<file path="config.mk">
export PLATFORM = sky130hd
export DESIGN_NAME = deque_with_search_unit
export DESIGN_NICKNAME = d
export VERILOG_FILES = /design/src/sv/dqs_pkg.sv /design/src/sv/dqs_ring_ram.sv /design/src/sv/deque_with_search_unit.sv
export SDC_FILE = /design/constraint.sdc
export NUM_CORES = 1
export LEC_CHECK = 0
export BUFFER_PORTS_ARGS = -buffer_cell sky130_fd_sc_hd__clkbuf_2
export CAP_MARGIN = 20
export CORE_ASPECT_RATIO = 1.75
export CORE_MARGIN = 5
export CORE_UTILIZATION = 30
export CTS_CLUSTER_DIAMETER = 100
export DETAILED_ROUTE_END_ITERATION = 6
export GPL_ROUTABILITY_DRIVEN = 0
export SLEW_MARGIN = 20
export SYNTH_ARGS = -nofsm -noshare
export SYNTH_HDL_FRONTEND = slang
export SYNTH_SLANG_ARGS = --single-unit
</file>
<file path="constraint.sdc">
create_clock -name clock -period 6.2 [get_ports clock]
set_input_delay 1.86 -clock clock [delete_from_list [all_inputs] [get_ports clock]]
set_output_delay 1.86 -clock clock [all_outputs]
set_load 0.03 [all_outputs]
</file>
<file path="src/sv/dqs_pkg.sv">
package dqs_pkg;

   localparam int DEPTH      = 16;
   localparam int DATA_WIDTH = 32;
   localparam int IDX_W      = (DEPTH > 1) ? $clog2(DEPTH) : 1;
   localparam int CNT_W      = $clog2(DEPTH + 1);
   localparam int REQ_W      = 3;
   localparam int VALUE_W    = 32;
   localparam int STATUS_W   = 2;

   typedef logic [IDX_W-1:0]      idx_type;
   typedef logic [CNT_W-1:0]      cnt_type;
   typedef logic [DATA_WIDTH-1:0] data_type;

   // request codes
   localparam logic [REQ_W-1:0] REQ_INS_FRONT = 3'd0;
   localparam logic [REQ_W-1:0] REQ_INS_BACK  = 3'd1;
   localparam logic [REQ_W-1:0] REQ_REM_FRONT = 3'd2;
   localparam logic [REQ_W-1:0] REQ_REM_BACK  = 3'd3;
   localparam logic [REQ_W-1:0] REQ_SEARCH    = 3'd4;
   localparam logic [REQ_W-1:0] REQ_COUNT     = 3'd5;

   // status codes
   localparam logic [STATUS_W-1:0] STATUS_OK    = 2'd0;
   localparam logic [STATUS_W-1:0] STATUS_EMPTY = 2'd1;
   localparam logic [STATUS_W-1:0] STATUS_FULL  = 2'd2;

   // one access to the ring memory per cycle of each kind
   typedef struct packed {
      logic     wr_en;
      idx_type  wr_addr;
      data_type wr_data;
      logic     rd_en;
      idx_type  rd_addr;
   } ram_req_type;

   // sign-extend the 32-bit request value, then keep DATA_WIDTH bits
   function automatic data_type fit_value(input logic [VALUE_W-1:0] raw);
      logic [63:0] ext;
      ext = {{(64-VALUE_W){raw[VALUE_W-1]}}, raw};
      return ext[DATA_WIDTH-1:0];
   endfunction

   // (front + offset) mod DEPTH, with offset at most DEPTH
   function automatic idx_type ring_add(input idx_type front, input cnt_type offset);
      logic [CNT_W:0] sum;
      sum = {{(CNT_W+1-IDX_W){1'b0}}, front} + {1'b0, offset};
      if (sum >= (CNT_W+1)'(DEPTH)) begin
         sum = sum - (CNT_W+1)'(DEPTH);
      end
      return sum[IDX_W-1:0];
   endfunction

   // (front - 1) mod DEPTH
   function automatic idx_type ring_dec(input idx_type front);
      if (front == '0) begin
         return IDX_W'(DEPTH - 1);
      end
      return front - IDX_W'(1);
   endfunction

endpackage

</file>
<file path="src/sv/dqs_ring_ram.sv">
module dqs_ring_ram
   import dqs_pkg::*;
(
   input  logic        clock,
   input  ram_req_type ram_req,
   output data_type    rd_data
);

   data_type mem [DEPTH];
   data_type rd_data_ff;

   always_ff @(posedge clock) begin
      if (ram_req.wr_en) begin
         mem[ram_req.wr_addr] <= ram_req.wr_data;
      end
      if (ram_req.rd_en) begin
         rd_data_ff <= mem[ram_req.rd_addr];
      end
   end

   assign rd_data = rd_data_ff;

endmodule

</file>
<file path="src/sv/deque_with_search_unit.sv">
// Bounded double-ended queue with linear search, held in a ring memory.
// Results: insert, remove, count and search on an empty queue give a registered result in
// the cycle after the accepting edge; a search ends at its first match or its last entry.
// Throughput: one request per cycle except search, which reads one entry a cycle and holds busy.
// Reset (synchronous): empties the queue, front pointer to zero; entry contents stay undefined.
// The result strobe lasts one cycle and cannot be held off by the receiver.
module deque_with_search_unit
   import dqs_pkg::*;
(
   input  logic                       clock,
   input  logic                       reset,
   input  logic                       start,
   output logic                       busy,
   input  logic [REQ_W-1:0]           req_type,
   input  logic signed [VALUE_W-1:0]  req_value,
   output logic                       rsp_valid,
   output logic [STATUS_W-1:0]        rsp_status,
   output logic                       rsp_found,
   output logic [CNT_W-1:0]           rsp_entry_count
);

   typedef enum logic [1:0] {
      S_IDLE = 2'b01,
      S_SCAN = 2'b10
   } state_type;

   state_type             state_ff, state_in;
   idx_type               front_ff, front_in;
   cnt_type               occ_ff, occ_in;
   cnt_type               offs_ff, offs_in;
   logic                  pend_ff, pend_in;
   data_type              key_ff, key_in;
   logic                  rsp_valid_ff, rsp_valid_in;
   logic [STATUS_W-1:0]   rsp_status_ff, rsp_status_in;
   logic                  rsp_found_ff, rsp_found_in;

   ram_req_type           ram_req;
   data_type              rd_data;
   data_type              req_fit;
   logic                  is_full;
   logic                  is_empty;
   logic                  hit;

   dqs_ring_ram u_ram (
      .clock   (clock),
      .ram_req (ram_req),
      .rd_data (rd_data)
   );

   assign req_fit  = fit_value(req_value);
   assign is_full  = (occ_ff == CNT_W'(DEPTH));
   assign is_empty = (occ_ff == '0);
   // a read issued last cycle has its data now
   assign hit      = pend_ff && (rd_data == key_ff);

   // Only one request is in flight: the ring is written in idle and read while
   // scanning, so the two never touch the same entry in overlapping cycles.
   always_comb begin
      state_in      = state_ff;
      front_in      = front_ff;
      occ_in        = occ_ff;
      offs_in       = offs_ff;
      pend_in       = 1'b0;
      key_in        = key_ff;
      rsp_valid_in  = 1'b0;
      rsp_status_in = rsp_status_ff;
      rsp_found_in  = rsp_found_ff;
      ram_req       = '0;
      ram_req.wr_data = req_fit;

      unique case (state_ff)
         S_IDLE: begin
            if (start) begin
               key_in        = req_fit;
               rsp_status_in = STATUS_OK;
               rsp_found_in  = 1'b0;
               rsp_valid_in  = 1'b1;
               unique case (req_type)
                  REQ_INS_FRONT: begin
                     if (is_full) begin
                        rsp_status_in = STATUS_FULL;
                     end else begin
                        front_in        = ring_dec(front_ff);
                        ram_req.wr_en   = 1'b1;
                        ram_req.wr_addr = ring_dec(front_ff);
                        occ_in          = occ_ff + CNT_W'(1);
                     end
                  end
                  REQ_INS_BACK: begin
                     if (is_full) begin
                        rsp_status_in = STATUS_FULL;
                     end else begin
                        ram_req.wr_en   = 1'b1;
                        ram_req.wr_addr = ring_add(front_ff, occ_ff);
                        occ_in          = occ_ff + CNT_W'(1);
                     end
                  end
                  REQ_REM_FRONT: begin
                     if (is_empty) begin
                        rsp_status_in = STATUS_EMPTY;
                     end else begin
                        front_in = ring_add(front_ff, CNT_W'(1));
                        occ_in   = occ_ff - CNT_W'(1);
                     end
                  end
                  REQ_REM_BACK: begin
                     if (is_empty) begin
                        rsp_status_in = STATUS_EMPTY;
                     end else begin
                        occ_in = occ_ff - CNT_W'(1);
                     end
                  end
                  REQ_SEARCH: begin
                     if (is_empty) begin
                        rsp_status_in = STATUS_EMPTY;
                     end else begin
                        // hold the result back until the scan ends
                        rsp_valid_in = 1'b0;
                        offs_in      = '0;
                        state_in     = S_SCAN;
                     end
                  end
                  default: begin
                     // count request and unused codes: report only
                  end
               endcase
            end
         end
         S_SCAN: begin
            if (hit) begin
               // stop at the first match
               rsp_found_in  = 1'b1;
               rsp_valid_in  = 1'b1;
               state_in      = S_IDLE;
            end else if (offs_ff == occ_ff) begin
               // last occupied entry compared, no match
               rsp_found_in  = 1'b0;
               rsp_valid_in  = 1'b1;
               state_in      = S_IDLE;
            end else begin
               // advance to the next entry from the front
               ram_req.rd_en   = 1'b1;
               ram_req.rd_addr = ring_add(front_ff, offs_ff);
               offs_in         = offs_ff + CNT_W'(1);
               pend_in         = 1'b1;
            end
         end
         default: begin
            state_in = S_IDLE;
         end
      endcase
   end

   always_ff @(posedge clock) begin
      if (reset) begin
         state_ff     <= S_IDLE;
         front_ff     <= '0;
         occ_ff       <= '0;
         pend_ff      <= 1'b0;
         rsp_valid_ff <= 1'b0;
      end else begin
         state_ff     <= state_in;
         front_ff     <= front_in;
         occ_ff       <= occ_in;
         pend_ff      <= pend_in;
         rsp_valid_ff <= rsp_valid_in;
      end
   end

   // payload: no reset
   always_ff @(posedge clock) begin
      offs_ff       <= offs_in;
      key_ff        <= key_in;
      rsp_status_ff <= rsp_status_in;
      rsp_found_ff  <= rsp_found_in;
   end

   assign busy            = (state_ff == S_SCAN);
   assign rsp_valid       = rsp_valid_ff;
   assign rsp_status      = rsp_status_ff;
   assign rsp_found       = rsp_found_ff;
   // the count register already holds the value after the request
   assign rsp_entry_count = occ_ff;

endmodule
</file>
Word level (Yosys, flattened, before mapping)
Memories as Yosys holds them, arrays and structs flattened. A register that Yosys moved wholly into a read port is not among the register bits.
Index checks and enable logic that the tools add are counted.
{"block": "totals", "inputBits": 38, "wordCells": 112, "ff_bits": 53, "ramBits": 512, "latchBits": 0, "romBits": 0, "memories": 1, "out_inout_bits": 10}
{"block": "classes", "magnitude_cmp": 3, "n_div": 0, "n_eq_ne": 19, "shift": 0, "mul": 0, "bitwise_logic": 1, "mux": 52, "n_addsub": 10, "n_reduce_logical": 17}
{"memory": "u_ram.mem", "depth": 16, "width": 32, "read_ports": 1, "rd_clocked_by_memory_dff": 1, "write_ports": 1, "line": "dqs_ring_ram.sv:9", "rtl": "data_type mem [DEPTH];"}
{"op": "5-bit two-way mux", "count": 14}
{"op": "32-bit == test", "count": 1}
{"op": "5-bit one-hot mux with 2 select lines", "count": 3}
{"op": "4-bit two-way mux", "count": 7}
{"op": "1-bit two-way mux", "count": 17}
{"op": "2-bit != test, second input constant", "count": 8}
{"op": "4-bit by 1-bit subtractor with 4-bit output, second input constant", "count": 4}
{"op": "4-bit by 5-bit adder with 6-bit output", "count": 2}
{"op": "6-bit by 5-bit greater-or-equal comparator with 1-bit output, second input constant", "count": 2}
{"op": "2-bit two-way mux", "count": 6}
{"op": "5-bit by 1-bit adder with 5-bit output, second input constant", "count": 2}
{"op": "5-bit AND reduction", "count": 2}
{"op": "2-bit one-hot mux with 2 select lines", "count": 2}
{"op": "4-bit one-hot mux with 2 select lines", "count": 1}
{"op": "3-bit by 2-bit == test with 1-bit output, second input constant", "count": 2}
{"op": "6-bit AND reduction", "count": 1}
{"op": "2-bit nonzero test", "count": 3}
{"op": "3-bit OR reduction", "count": 2}
{"op": "4-bit by 1-bit adder with 5-bit output, second input constant", "count": 1}
{"op": "5-bit == test", "count": 1}
{"op": "5-bit == test, second input constant", "count": 1}
{"op": "5-bit greater-or-equal comparator, second input constant", "count": 1}
{"op": "5-bit logical NOT", "count": 1}
{"op": "5-bit by 1-bit subtractor with 5-bit output, second input constant", "count": 1}
{"op": "other kinds (15)", "count": 17}

Longest topological paths before layout
{"block": "depth", "depth_word": 13, "mapped_depth": 10}

By module
From an unflattened synthesis, not the netlist that was laid out.
{"block": "hier_totals", "cells_unflattened": 1116, "area_unflattened_um2": 23182.2}
{"module": "dqs_ring_ram", "area_per_inst_um2": 20155.6, "n_inst": 1, "cells_each": 838}
{"module": "deque_with_search_unit", "area_per_inst_um2": 3026.7, "n_inst": 1, "cells_each": 278}

Worst setup path before layout
No wires, ideal clock.
{"block": "synth_timing", "path_kind": "input port to flip-flop", "start": "input port start", "end": "memory u_ram.mem[12][0] in the netlist's numbering, enable pin", "arrival_time_ns": 4.671, "setup_slack_ns": 1.108, "required_ns": 5.779, "stages": 5, "path_cell_list": "nand2_1 inv_1 nand2_1 or3_1 nor2_1"}
{"block": "synth_via", "elab_chain_cells": 4}
{"element": "start: declaration", "line": "deque_with_search_unit.sv:12", "rtl": "input logic start,"}
{"element": "5-bit two-way mux *", "line": "deque_with_search_unit.sv:73", "rtl": "if (start) begin"}
{"element": "5-bit two-way mux *", "line": "deque_with_search_unit.sv:71", "rtl": "unique case (state_ff)"}
{"element": "1-bit two-way mux", "line": "dqs_ring_ram.sv:13", "rtl": "if (ram_req.wr_en) begin"}
{"element": "1-bit two-way mux (not written as such)", "line": "dqs_ring_ram.sv:14", "rtl": "mem[ram_req.wr_addr] <= ram_req.wr_data;"}
{"element": "end: declaration", "line": "dqs_ring_ram.sv:9"}
Every way passes the cells marked *; elsewhere a longest branch is shown, timed or not.

Worst setup path in the final report
{"block": "layout_timing", "start": "register front_ff[0]", "end": "register u_ram.rd_data_ff[28] (netlist: u_ram.rd_data[28]) (read register of u_ram.mem), data pin"}
{"block": "layout_via", "elab_chain_cells": 6}
{"element": "start: declaration", "line": "deque_with_search_unit.sv:28", "rtl": "idx_type front_ff, front_in;"}
{"element": "start signal: assignment", "line": "deque_with_search_unit.sv:163", "rtl": "front_ff <= front_in;"}
{"element": "4-bit by 5-bit adder with 6-bit output *", "line": "dqs_pkg.sv:47", "rtl": "sum = {{(CNT_W+1-IDX_W){1'b0}}, front} + {1'b0, offset};"}
{"element": "6-bit by 5-bit greater-or-equal comparator with 1-bit output or 4-bit by 1-bit subtractor with 4-bit output (tied branches)", "line": "dqs_pkg.sv:48, dqs_pkg.sv:49"}
{"element": "4-bit two-way mux *", "line": "dqs_pkg.sv:48", "rtl": "if (sum >= (CNT_W+1)'(DEPTH)) begin"}
{"element": "5-bit two-way mux *", "line": "deque_with_search_unit.sv:135", "rtl": "end else if (offs_ff == occ_ff) begin"}
{"element": "5-bit two-way mux *", "line": "deque_with_search_unit.sv:130", "rtl": "if (hit) begin"}
{"element": "5-bit two-way mux *", "line": "deque_with_search_unit.sv:71"}
{"element": "end: declaration", "line": "dqs_ring_ram.sv:10", "rtl": "data_type rd_data_ff;"}
Marks and branches as above.
A chain may end at the register's enable or synchronous reset.

==> impl_metrics.yaml <==
synth:
  ys.flop_type: "edfxtp_1"
  synth-seq-area-share: 0.755
  ys_ff_latch: 597
  synth_cell_types: 57
  netlist_instances: 1366
  synth_nets: 1421
  syn_area_um2: 23600
  synth_warnings: 0
  async_reset_ff_frac: 0
  synth_edf_count: 584
  synth.avg_cell_area_um2: 17.3
sta:
  rsz0062_at_grt: "false"
  setup_violations: 0
  fin_crit_ps: 4430
  period_share: 0.715
  setup_tns_ps: 0
  fmax_mhz: 226
  hold_viol: 0
  worst_pin_slew_ps: 1000
  relSlewSlack: 0.329
  skew_ps: 21.3
  slew_viol_final: 0
global_route:
  overflow: 0
  antenna_found_initial: 2
  top_usage_layer: "met2"
  grtUsageTotal: 0.141
  grt_pass1_wl_mm: 89.6
  use_met2: 0.264
  use_met1: 0.153
  grt_max_degree: 63
  use_met3: 0.0177
  grt_pass1_vias: 13100
floorplanning:
  die-area_um2: 84500
  core-area_um2: 78300
  start_util: 0.301
  die_w_um: 222
  rows: 136
  die_y_um: 381
  ios: 48
power_and_ir_drop:
  p_switching_mw: 1.97
  intPower_mw: 6.46
  total_power_mw: 8.43
  power.share.clock: 0.376
  p_leak_nw: 8.38
  p_sw_frac: 0.233
  power.density_nw_per_um2: 313
  pwr-share-seq: 0.543
  p_comb_frac: 0.082
  vdd_ir_drop_max_uv: 197
detailed_routing:
  vias: 12500
  drc: 0
  drt_iter0_drc: 1061
  vias_per_cell: 5.01
  drt_wl_total_mm: 61.0
  ant_nets: 0
  first_pass_iters: 7
  wire_per_inst_um: 24.4
setup_path:
  startpoint: "front_ff[0]$_SDFFE_PP0P_"
  start_kind: "flip-flop"
  end_kind: "flip-flop"
  required_ps: 6650
  crit_fanout: 47
  path_class: "reg2reg"
  reg2reg_from: "front_ff[0]$_SDFFE_PP0P_"
  cp.arrival_ps: 4880
cts:
  path_clk_slew_ps: 70
  hold_buffers: 0
  post_cts_resized: 0
  ctsHtreeMaxLevel: 2
  clockRootBuffer: "clkbuf_16"
  cts_sinks: 597
  cts_buffer_depth: 3
  numCtsBuffers: 50
  post_cts_buffers: 0
  insertion_delay_ps: 590
  cts_tree: "yes"
place:
  portBuffers: 47
  place_inst: 2414
  hpwlAfterDp_mm: 39.7
outcome:
  status: "finished, final reports clean"
finish:
  drive_gt1_frac: 0.126
  final_nets: 1486
  stdcell_count: 2504
  synthToLayoutAreaGrowth_pct: 14.2
run:
  drv_cap: 0
hold_path:
  hold_path.class: "reg2reg"
  hp-start: "state_ff[0]$_SDFFE_PP1P_"
critical path: stages (launching register included):
cell and delay [ps]:
dfxtp_1 510, ha_2 240, inv_1 50, fa_4 990, buf_4 680, nand2_1 220, or3_2 870, o22ai_1 450
or4_1 190
cell type report:
class	instances	area [um2]
antenna	1	2.50
clock buffer	64	1370
clock inverter	25	233
fill	7473	51400
inverter	14	52.6
multi-input combinational	688	5610
sequential	597	17800
tap	1035	1290
timing repair buffer	80	551
through the flow:
stage	utilization	hold WS, ps	instance area, um2	worst slack, ps
3_5_place_dp	0.323	501	25300	1370
2_1_floorplan	-	453	23600	1110
5_1_grt	0.344	533	26900	1610
3_3_place_gp	0.322	476	25200	1460
6_report	0.344	515	26900	1770
4_1_cts	0.344	520	26900	1800
flip-flops by register name, indices dropped and copies added, names as in the netlist:
signal	count
rsp_entry_count	5
rsp_status	2
pend_ff	1
rsp_valid	1
offs_ff	5
u_ram.rd_data	32
front_ff	4
key_ff	32
u_ram.mem	512
rsp_found	1
state_ff	2
synth_stat cells (all sizes together), types with 4 or more instances:
| library cell | n | area share |
|---|---|---|
| o2bb2ai | 31 | 0.012 |
| nand2 | 53 | 0.0085 |
| buf | 24 | 0.0057 |
| o21ai | 8 | 0.0017 |
| nor4 | 12 | 0.0038 |
| inv | 14 | 0.0022 |
| nand3 | 15 | 0.0034 |
| or4 | 32 | 0.010 |
| and2 | 6 | 0.0016 |
| mux2 | 4 | 0.0019 |
| nor2b | 34 | 0.0090 |
| ha | 14 | 0.0074 |
| mux2i | 193 | 0.082 |
| a21o | 5 | 0.0016 |
| clkbuf | 43 | 0.0068 |
| a2111oi | 30 | 0.011 |
| xor2 | 32 | 0.012 |
| a211oi | 35 | 0.011 |
| nor2 | 45 | 0.0073 |
| o221ai | 29 | 0.011 |
| nand4 | 5 | 0.0013 |
| edfxtp | 584 | 0.74 |
| o22ai | 30 | 0.0080 |
| dfxtp | 13 | 0.011 |
| a21oi | 8 | 0.0017 |
| nor3 | 6 | 0.0013 |
| xnor2 | 25 | 0.0093 |
per-layer routing:
layer,part of all wire,vias to the layer above
li1,-,5593
met5,0.00021,-
met4,0.061,2
met3,0.036,130
met1,0.36,6495
met2,0.54,327
layout by cell type (no fill, tap or decap), types with 10 or more instances in the layout:
cell type / instances
mux2i_1: 193
inv_1: 12
nor2_4: 17
dfxtp_1: 13
buf_4: 27
a211oi_1: 35
clkbuf_16: 53
nand3_1: 10
edfxtp_1: 584
xnor2_1: 25
nor4_1: 11
ha_1: 13
clkbuf_2: 47
or4_1: 32
nand2_1: 52
o221ai_1: 29
o2bb2ai_1: 31
nor2_1: 28
nor2b_1: 34
clkinv_1: 11
xor2_1: 32
a2111oi_0: 27
o22ai_1: 30
clkbuf_1: 11
kinds of logic after synthesis:
family | count (synthesis) | share of synthesized area
buf+inv | 81 | 0.0148
xor+xnor | 57 | 0.0212
fa+ha+maj | 17 | 0.00998
flops | 597 | 0.755
compound gates | 195 | 0.0642
simple gates | 222 | 0.0509
mux | 197 | 0.0839
power groups by stage:
| stage | logic [mW] | registers [mW] | clock network, mW |
|---|---|---|---|
| detailed placement | 0.698 | 4.67 | 0 |
| global route | 0.746 | 4.58 | 3.38 |
| floorplan | 0.405 | 4.67 | 0 |
| finish | 0.690 | 4.58 | 3.17 |
| CTS | 0.702 | 4.58 | 3.23 |
| global placement | 0.682 | 4.66 | 0 |
path summary, 6_finish.rpt:
check,cells past startpoint,slack [ps],endpoint
hold reg to reg,1,520,state_ff[0]$_SDFFE_PP1P_
setup / recovery,8,1770,u_ram.rd_data[28]$_DFFE_PP_
hold / removal,1,520,state_ff[0]$_SDFFE_PP1P_
setup reg to reg,8,1770,u_ram.rd_data[28]$_DFFE_PP_
(Power assumes the default switching activity.)
